### config.mk
export PLATFORM = sky130hd
export DESIGN_NAME = xml_entity_decoder_core
export DESIGN_NICKNAME = d
export VERILOG_FILES = /design/src/rtl/core/xed_pkg.sv /design/src/rtl/core/xed_datapath.sv /design/src/rtl/core/xed_ctrl.sv /design/src/rtl/core/xml_entity_decoder_core.sv
export SDC_FILE = /design/constraint.sdc
export NUM_CORES = 1
export LEC_CHECK = 0
export BUFFER_PORTS_ARGS = -buffer_cell sky130_fd_sc_hd__buf_2
export CAP_MARGIN = 25
export CORE_MARGIN = 3
export CORE_UTILIZATION = 50
export DETAILED_ROUTE_END_ITERATION = 8
export GPL_TIMING_DRIVEN = 0
export MAX_ROUTING_LAYER = met4
export PLACE_DENSITY = 0.71
export SYNTH_ARGS = -nofsm -noshare
export SYNTH_HDL_FRONTEND = slang
export SYNTH_SLANG_ARGS = --single-unit
### constraint.sdc
create_clock -name clk -period 3.8 [get_ports clk]
set_input_delay 0.57 -clock clk [delete_from_list [all_inputs] [get_ports clk]]
set_output_delay 0.57 -clock clk [all_outputs]
set_load 0.01 [all_outputs]
### src/rtl/core/xed_pkg.sv
// Package for the XML entity decoder core: payload structs, controller states,
// command and status bundles, and character codes. No dependencies.
package xed_pkg;

	typedef struct packed {
		logic [7:0] in_byte;
		logic       in_last;
	} xed_in_t;

	typedef struct packed {
		logic [7:0] out_byte;
		logic       out_last;
	} xed_out_t;

	typedef enum logic [2:0] {
		ST_IDLE,
		ST_EMIT,
		ST_DRAIN_MID,
		ST_DRAIN_FIN,
		ST_AMP
	} xed_state_t;

	// Commands from the controller to the datapath.
	typedef struct packed {
		logic capture;
		logic load_emit;
		logic append;
		logic load_amp;
		logic clear_cnt;
		logic push_emit;
		logic push_drain;
		logic drain_last;
	} xed_cmd_t;

	// Status from the datapath to the controller.
	typedef struct packed {
		logic is_amp;
		logic is_semi;
		logic cnt_zero;
		logic full_next;
		logic hit;
		logic in_last;
		logic last_q;
		logic slot_free;
		logic drain_final;
	} xed_status_t;

	localparam logic [7:0] CH_AMP  = 8'h26;
	localparam logic [7:0] CH_SEMI = 8'h3B;
	localparam logic [7:0] CH_LT   = 8'h3C;
	localparam logic [7:0] CH_GT   = 8'h3E;
	localparam logic [7:0] CH_QUOT = 8'h22;
	localparam logic [7:0] CH_APOS = 8'h27;
	localparam logic [7:0] CH_L    = 8'h6C;
	localparam logic [7:0] CH_G    = 8'h67;
	localparam logic [7:0] CH_T    = 8'h74;
	localparam logic [7:0] CH_A    = 8'h61;
	localparam logic [7:0] CH_M    = 8'h6D;
	localparam logic [7:0] CH_P    = 8'h70;
	localparam logic [7:0] CH_O    = 8'h6F;
	localparam logic [7:0] CH_S    = 8'h73;
	localparam logic [7:0] CH_Q    = 8'h71;
	localparam logic [7:0] CH_U    = 8'h75;

endpackage

### src/rtl/core/xed_datapath.sv
// Datapath of the XML entity decoder: hold buffer, fill count, drain pointer,
// entity match logic and the output register. Depends on xed_pkg.
module xed_datapath #(
	parameter int HOLD_DEPTH = 6
) (
	input  logic            clk,
	input  logic            arst_n,
	input  xed_pkg::xed_in_t  in_data,
	output xed_pkg::xed_out_t out_data,
	output logic            out_valid,
	input  logic            out_stall,
	input  xed_pkg::xed_cmd_t   cmd,
	output xed_pkg::xed_status_t st
);
	import xed_pkg::*;

	localparam int CW = $clog2(HOLD_DEPTH + 1);
	localparam int IW = $clog2(HOLD_DEPTH);

	logic [7:0]    buf_q [HOLD_DEPTH];
	logic [CW-1:0] cnt_q;
	logic [IW-1:0] rd_q;
	logic          last_q;
	xed_out_t      emit_q;
	xed_out_t      out_q;
	logic          out_valid_q;

	logic       is_semi;
	logic       hit;
	logic [7:0] hit_char;
	logic       drain_final;
	logic       slot_free;
	logic       push;

	// A ';' completes a known entity when the held bytes spell its body.
	always_comb begin
		is_semi  = (in_data.in_byte == CH_SEMI);
		hit      = 1'b0;
		hit_char = CH_AMP;
		if (is_semi && buf_q[0] == CH_AMP) begin
			if (cnt_q == CW'(3) && buf_q[1] == CH_L && buf_q[2] == CH_T) begin
				hit      = 1'b1;
				hit_char = CH_LT;
			end else if (cnt_q == CW'(3) && buf_q[1] == CH_G && buf_q[2] == CH_T) begin
				hit      = 1'b1;
				hit_char = CH_GT;
			end else if (cnt_q == CW'(4) && buf_q[1] == CH_A && buf_q[2] == CH_M
					&& buf_q[3] == CH_P) begin
				hit      = 1'b1;
				hit_char = CH_AMP;
			end else if (cnt_q == CW'(5) && buf_q[1] == CH_A && buf_q[2] == CH_P
					&& buf_q[3] == CH_O && buf_q[4] == CH_S) begin
				hit      = 1'b1;
				hit_char = CH_APOS;
			end else if (cnt_q == CW'(5) && buf_q[1] == CH_Q && buf_q[2] == CH_U
					&& buf_q[3] == CH_O && buf_q[4] == CH_T) begin
				hit      = 1'b1;
				hit_char = CH_QUOT;
			end
		end
	end

	assign drain_final = ((CW'(rd_q) + CW'(1)) == cnt_q);
	assign slot_free   = !out_valid_q || !out_stall;
	assign push        = cmd.push_emit || cmd.push_drain;

	assign st.is_amp      = (in_data.in_byte == CH_AMP);
	assign st.is_semi     = is_semi;
	assign st.cnt_zero    = (cnt_q == '0);
	assign st.full_next   = (cnt_q == CW'(HOLD_DEPTH - 1));
	assign st.hit         = hit;
	assign st.in_last     = in_data.in_last;
	assign st.last_q      = last_q;
	assign st.slot_free   = slot_free;
	assign st.drain_final = drain_final;

	// Hold buffer contents need no reset; only entries below the count are read.
	always_ff @(posedge clk) begin
		if (cmd.append) begin
			buf_q[cnt_q[IW-1:0]] <= in_data.in_byte;
		end
		if (cmd.load_amp) begin
			buf_q[0] <= CH_AMP;
		end
	end

	always_ff @(posedge clk or negedge arst_n) begin
		if (!arst_n) begin
			cnt_q <= '0;
			rd_q  <= '0;
		end else begin
			if (cmd.clear_cnt) begin
				cnt_q <= '0;
			end else if (cmd.push_drain && drain_final) begin
				cnt_q <= '0;
			end else if (cmd.load_amp) begin
				cnt_q <= CW'(1);
			end else if (cmd.append) begin
				cnt_q <= cnt_q + CW'(1);
			end
			if (cmd.push_drain) begin
				rd_q <= drain_final ? '0 : rd_q + IW'(1);
			end
		end
	end

	always_ff @(posedge clk) begin
		if (cmd.capture) begin
			last_q <= in_data.in_last;
		end
		if (cmd.load_emit) begin
			emit_q.out_byte <= hit ? hit_char : in_data.in_byte;
			emit_q.out_last <= in_data.in_last;
		end
		if (cmd.push_emit) begin
			out_q <= emit_q;
		end else if (cmd.push_drain) begin
			out_q.out_byte <= buf_q[rd_q];
			out_q.out_last <= cmd.drain_last && drain_final && last_q;
		end
	end

	always_ff @(posedge clk or negedge arst_n) begin
		if (!arst_n) begin
			out_valid_q <= 1'b0;
		end else if (push) begin
			out_valid_q <= 1'b1;
		end else if (!out_stall) begin
			out_valid_q <= 1'b0;
		end
	end

	assign out_valid = out_valid_q;
	assign out_data  = out_q;

	a_cnt_bound: assert property (@(posedge clk) disable iff (!arst_n)
		cnt_q <= CW'(HOLD_DEPTH))
		else $error("hold count exceeds buffer depth");

	a_head_amp: assert property (@(posedge clk) disable iff (!arst_n)
		(cnt_q != '0) |-> (buf_q[0] == CH_AMP))
		else $error("held sequence does not start with an ampersand");

	a_drain_empties: assert property (@(posedge clk) disable iff (!arst_n)
		(cmd.push_drain && drain_final) |=> (cnt_q == '0 && rd_q == '0))
		else $error("hold buffer not empty after final drain transfer");

endmodule

### src/rtl/core/xed_ctrl.sv
// Controller state machine of the XML entity decoder. Issues commands to
// xed_datapath from its status. Depends on xed_pkg.
module xed_ctrl (
	input  logic                 clk,
	input  logic                 arst_n,
	input  logic                 in_valid,
	output logic                 in_stall,
	input  xed_pkg::xed_status_t st,
	output xed_pkg::xed_cmd_t    cmd
);
	import xed_pkg::*;

	xed_state_t state_q;
	xed_state_t state_d;

	always_ff @(posedge clk or negedge arst_n) begin
		if (!arst_n) begin
			state_q <= ST_IDLE;
		end else begin
			state_q <= state_d;
		end
	end

	always_comb begin
		state_d  = state_q;
		cmd      = '0;
		in_stall = (state_q != ST_IDLE);
		case (state_q)
			ST_IDLE: begin
				if (in_valid) begin
					cmd.capture = 1'b1;
					if (st.is_amp) begin
						if (st.cnt_zero) begin
							cmd.load_amp = 1'b1;
							state_d      = st.in_last ? ST_DRAIN_FIN : ST_IDLE;
						end else begin
							state_d = ST_DRAIN_MID;
						end
					end else if (st.cnt_zero) begin
						cmd.load_emit = 1'b1;
						state_d       = ST_EMIT;
					end else begin
						cmd.append = 1'b1;
						if (st.hit) begin
							cmd.load_emit = 1'b1;
							cmd.clear_cnt = 1'b1;
							state_d       = ST_EMIT;
						end else if (st.is_semi || st.full_next || st.in_last) begin
							// An unknown entity, a full hold or the end of the
							// string releases the held bytes unchanged.
							state_d = ST_DRAIN_FIN;
						end else begin
							state_d = ST_IDLE;
						end
					end
				end
			end
			ST_EMIT: begin
				if (st.slot_free) begin
					cmd.push_emit = 1'b1;
					state_d       = ST_IDLE;
				end
			end
			ST_DRAIN_MID: begin
				if (st.slot_free) begin
					cmd.push_drain = 1'b1;
					if (st.drain_final) begin
						state_d = ST_AMP;
					end
				end
			end
			ST_DRAIN_FIN: begin
				if (st.slot_free) begin
					cmd.push_drain = 1'b1;
					cmd.drain_last = 1'b1;
					if (st.drain_final) begin
						state_d = ST_IDLE;
					end
				end
			end
			ST_AMP: begin
				cmd.load_amp = 1'b1;
				state_d      = st.last_q ? ST_DRAIN_FIN : ST_IDLE;
			end
			default: begin
				state_d = ST_IDLE;
			end
		endcase
	end

	a_drain_nonempty: assert property (@(posedge clk) disable iff (!arst_n)
		(state_q == ST_DRAIN_MID || state_q == ST_DRAIN_FIN) |-> !st.cnt_zero)
		else $error("drain state entered with an empty hold buffer");

	a_amp_follows_drain: assert property (@(posedge clk) disable iff (!arst_n)
		(state_q == ST_AMP) |-> ($past(state_q) == ST_DRAIN_MID))
		else $error("ampersand reload without a preceding flush");

	a_emit_returns: assert property (@(posedge clk) disable iff (!arst_n)
		(state_q == ST_EMIT && st.slot_free) |=> (state_q == ST_IDLE))
		else $error("single byte emit did not return to idle");

endmodule

### src/rtl/core/xml_entity_decoder_core.sv
// Top level of the XML entity decoder: joins the controller and datapath.
// Depends on xed_pkg, xed_ctrl and xed_datapath.
//
// Usage: encoded text enters one byte per transfer on the input channel
// (in_valid, in_stall, in_data); decoded text leaves one byte per transfer on
// the output channel (out_valid, out_stall, out_data). The five predefined
// entities &lt; &gt; &amp; &apos; &quot; become a single character; any other
// '&' sequence comes out unchanged. in_last on an input byte flushes held
// bytes, and out_last marks the final decoded byte of that string.
// The controller handles one input byte at a time and takes no new byte until
// it has emitted or drained what that byte releases; a flush caused by a new
// '&' also reloads it into the hold buffer. The single output register moves
// at most one byte per cycle. The input is stalled whenever the controller is
// not idle. When the receiver stalls, the output register holds its byte and
// the controller waits.
// Reset empties the hold buffer and the output register; the held byte
// storage itself is not cleared and is written before it is read.
module xml_entity_decoder_core #(
	parameter int HOLD_DEPTH = 6
) (
	input  logic              clk,
	input  logic              arst_n,
	input  logic              in_valid,
	output logic              in_stall,
	input  xed_pkg::xed_in_t  in_data,
	output logic              out_valid,
	input  logic              out_stall,
	output xed_pkg::xed_out_t out_data
);
	import xed_pkg::*;

	xed_cmd_t    cmd;
	xed_status_t st;

	// Sequencing: accept a byte, then hold it, emit a single byte or drain the hold buffer.
	xed_ctrl u_ctrl (
		.clk      (clk),
		.arst_n   (arst_n),
		.in_valid (in_valid),
		.in_stall (in_stall),
		.st       (st),
		.cmd      (cmd)
	);

	// Storage, entity match and the output register.
	xed_datapath #(
		.HOLD_DEPTH (HOLD_DEPTH)
	) u_datapath (
		.clk       (clk),
		.arst_n    (arst_n),
		.in_data   (in_data),
		.out_data  (out_data),
		.out_valid (out_valid),
		.out_stall (out_stall),
		.cmd       (cmd),
		.st        (st)
	);

endmodule
==> results.tsv <==
stage	metric	value	unit
global_route	global-route wire length before repair	14520	um
logic_synthesis	post-synth top area share	57.91	%
logic_synthesis	number of flops mapped to enable cells by yosys	83	
sta	Final setup viols	0	
global_route	largest net degree at the start of global routing	21	
routing	drt pass-1 iters	5	
cells_and_area	# fillers	630	
logic_synthesis	post-synth cell types	54	
cells_and_area	layout cells sized above 1	20.18	%
placement	PortBufs	23	
global_route	total grt overflow	0	
power	Clk network pwr share	20.9	%
critical_path	r2r endpoint	u_datapath.buf_q[1][5]	
logic_synthesis	largest family of logic cells by synthesized area	simple AND/OR/NAND/NOR gates	
clock_network	CTS tree	built	
cells_and_area	Nets	355	
sta	setup tns final	0	ns
routing	Iter 0 DRT Violations	187	
cells_and_area	Multi-input gate area	0.001486	sq mm
placement	Detailed Place HPWL	6854	um
routing	Via Count	2766	
floorplan	Rows	33	
logic_synthesis	Seq cells post-synth	93	
logic_synthesis	multiplexer area fraction after synthesis	10.58	%
power	leakage power	1.646	nW
clock_network	clk root buf	clkbuf_8	
power	sw frac	35.47	%
logic_synthesis	Compound-Gate Fraction of Synth Area	6.628	%
sta	Worst Tran Pin Value	0.7858	ns
floorplan	Initial Util	51.86	%
cells_and_area	final core utilization	57.97	%
logic_synthesis	syn_nets	316	
critical_path	slowest stage cell, crit path	nor2_1	
critical_path	crit path capture type	flip-flop	
floorplan	Die Area	0.009757	sq mm
sta	post-route setup slack	0.7903	ns
routing	Antenna Nets Post-Route	0	
routing	vias per cell	6.188	
critical_path	Critical Path Source	u_datapath.cnt_q[1]	
sta	fin crit period	3.010	ns
power	logic gate share of total power	34.7	%
cells_and_area	Reg area	0.002743	sq mm
logic_synthesis	FFs w/ async S/R, synth	10.75	%
sta	worst hold slack	0.03854	ns
placement	Post-DP Area	0.004583	sq mm
logic_synthesis	Mean Syn Cell Area	14.44	sq um
clock_network	cts bufs inserted	9	
critical_path	required time of the critical path	3.81	ns
power	sequential power share	44.5	%
placement	Final GP Congestion	0.9329	
critical_path	CP startpoint kind	flip-flop	
logic_synthesis	Post-Syn Area	0.004304	sq mm
logic_synthesis	simple logic cell fraction of the synthesized area	14.62	%
critical_path	Critical Path, Cell by Cell	clkbuf_1 > inv_1 > ha_1 > nor2b_1 > a41o_1 > and2_1 > clkbuf_1 > a21oi_1 > nor2_1	
power	power density over the cells	675.3	mW/mm^2
clock_network	clock buffer depth	2	
clock_network	postcts setup bufs	0	
logic_synthesis	post-synthesis sequential area ratio	63.72	%
sta	relative slew slack	47.42	%
clock_network	Clock transition at path regs	0.11	ns
critical_path	CP most frequent cell	clkbuf_1	
logic_synthesis	most used flip-flop cell after synthesis	edfxtp_1	
routing	Remaining DRCs	0	
power	Overall Power	3.249	mW
logic_synthesis	Post-Synth XOR/XNOR Area	0.9593	%
clock_network	H-tree depth	3	
critical_path	Worst Setup EP	u_datapath.buf_q[1][5]	
routing	wire per inst	20.52	um
logic_synthesis	largest cells by area after synthesis	edfxtp_1 58%, mux4_2 7.8%, dfrtp_1 5.8%	
sta	Slew Viols, Final	0	
global_route	initial antenna violation count	0	
sta	FMAX	0.3323	GHz
logic_synthesis	Syn Inst Count	298	
placement	pre-CTS setup slack	0.6869	ns
clock_network	Worst-Skew Late Latency	0.38	ns
critical_path	Critical Path AT	3.02	ns
global_route	Tot GR Track Use	20.31	%
cells_and_area	Final Cell Area	0.004811	sq mm
floorplan	DIE HEIGHT	98.78	um
status	run status	completed	
cells_and_area	diode count	0	
worst_hold_path	worst min-delay path class	primary input to asynchronous set/reset pin	
clock_network	post-cts sizing count	0	
critical_path	R2R setup slack	0.79	ns
floorplan	Die Wd	98.78	um
sta	Final Hold Violating Endpoints	0	
power	Peak VDD IR	0.2315	mV
floorplan	# IOs	24	
power	Net Sw Power	1.152	mW
floorplan	core area	0.008299	sq mm
sta	fin crit share	79.20	%
critical_path	RR Startpoint	u_datapath.cnt_q[1]	
cells_and_area	non-filler instance count after layout	447	
critical_path	worst r2r path cells	9	
critical_path	crit path max fanout	8	
global_route	vias in the first global route	2645	
placement	Cells after DPL	429	
routing	final WL	9171	um
logic_synthesis	Ys Warns	0	
logic_synthesis	adder-cell share of the synthesized area	1.453	%
critical_path	CP Class	flip-flop to flip-flop	
sta	Clock Skew	0.01324	ns
flow_run	Max Cap Viol	0	
clock_network	number of clock sinks	93	
power	P_int	2.096	mW
sta	RSZ-0062 raised after global routing	false	
clock_network	Hold Buf Count CTS	0	
critical_path	Crit path largest cell delay	0.59	ns
cells_and_area	Area Growth Syn to Fin	11.77	%
logic_synthesis	Synth area leader	edfxtp_1	
-- layout by cell type, fill, tap and decap left out, types with 2 or more instances in the layout --
cell      synthesis  layout
a21oi_1          18      18
and2_1            5       5
and3_1            2       2
buf_2             1      25
buf_4             0       2
clkbuf_1         13      13
clkbuf_4          0       2
clkbuf_8          0       9
clkinv_8          0       3
dfrtp_1          10      10
edfxtp_1         83      83
ha_1              5       5
inv_1             8       8
inv_8             0       2
mux2i_1           8       8
mux4_2           15      15
nand2_1          15      15
nand2b_1         12      12
nand3_1           5       5
nand3b_1          2       2
nand4_1           2       2
nand4b_1          6       6
nor2_1           25      25
nor3_1            4       4
nor4_1            6       4
nor4_2            0       2
nor4bb_1          3       3
o21ai_0           6       6
o21ai_1           3       3
o22ai_1           4       4
o31ai_1           3       3
or3_1             4       4
or4bb_1           3       3
-- cells by family after synthesis --
| family | count (synthesis) |
|---|---|
| compound gates | 44 |
| xor+xnor | 3 |
| fa+ha+maj | 5 |
| mux | 25 |
| simple gates | 105 |
| buf+inv | 23 |
| flops | 93 |
-- state kept, by name, summed over array words and instances (netlist names) --
register / flops
u_ctrl.state_q: 3
u_datapath.buf_q: 64
u_datapath.cnt_q: 3
u_datapath.emit_q: 9
u_datapath.last_q: 1
u_datapath.out_data: 9
u_datapath.out_valid: 1
u_datapath.rd_q: 3
-- power by group through the flow --
stage               clock, mW  sequential [mW]  combinational, mW
floorplan                   0             1.47              0.784
global placement            0             1.46               1.09
detailed placement          0             1.47               1.12
CTS                     0.686             1.44               1.13
global route            0.723             1.46               1.23
finish                  0.678             1.44               1.13
-- metal layers --
layer	track usage (%)	up-vias	wire length, um
met5	-	-	0
li1	-	1248	-
met3	3.963	17	547
met1	26.87	1387	3996
met2	31.15	114	4408
met4	8.193	0	218
-- final cells by class --
cell class                      instances  area share (%)
Multi-Input combinational cell        182           30.90
Clock inverter                          7           1.847
Clock buffer                            9           2.575
Buffer                                 15           1.196
Timing Repair Buffer                   28           3.121
Sequential cell                        93           57.01
Inverter                                8          0.6242
Tap cell                              105           2.731
-- synthesized netlist by cell type (all sizes together), types with 3 or more instances --
cell    count
nand3       5
nor4bb      3
dfrtp      10
nor2       25
ha          5
or4bb       3
nor3        4
and2        5
a21oi      18
edfxtp     83
o21ai       9
mux4       16
inv         8
or3         5
nand2      15
o22ai       4
nand4b      6
o31ai       3
clkbuf     13
nand2b     12
mux2i       8
nor4        6
-- worst min-delay path by stage --
stage | slack [ns] | depth (start not counted) | endpoint | startpoint
after floorplan | 0.27 | 0 | u_ctrl.state_q[0] | arst_n
after global placement | 0.44 | 1 | u_datapath.cnt_q[1] | arst_n
after detailed placement | 0.45 | 1 | u_datapath.cnt_q[1] | arst_n
after CTS | 0.04 | 1 | u_datapath.rd_q[2] | arst_n
after global routing | 0.05 | 1 | u_datapath.out_valid | arst_n
final | 0.04 | 1 | u_datapath.rd_q[2] | arst_n
-- worst max-delay path, delay by kind of cell, from the launching register on --
kind,cells,cell delay (ns)
AO/OA/AOI/OAI,2,0.31
adder cells (fa/ha/maj),1,0.23
buffers and inverters,3,0.72
flip-flops,1,0.39
AND/OR/NAND/NOR,3,1.00
(Power assumes the default switching activity.)
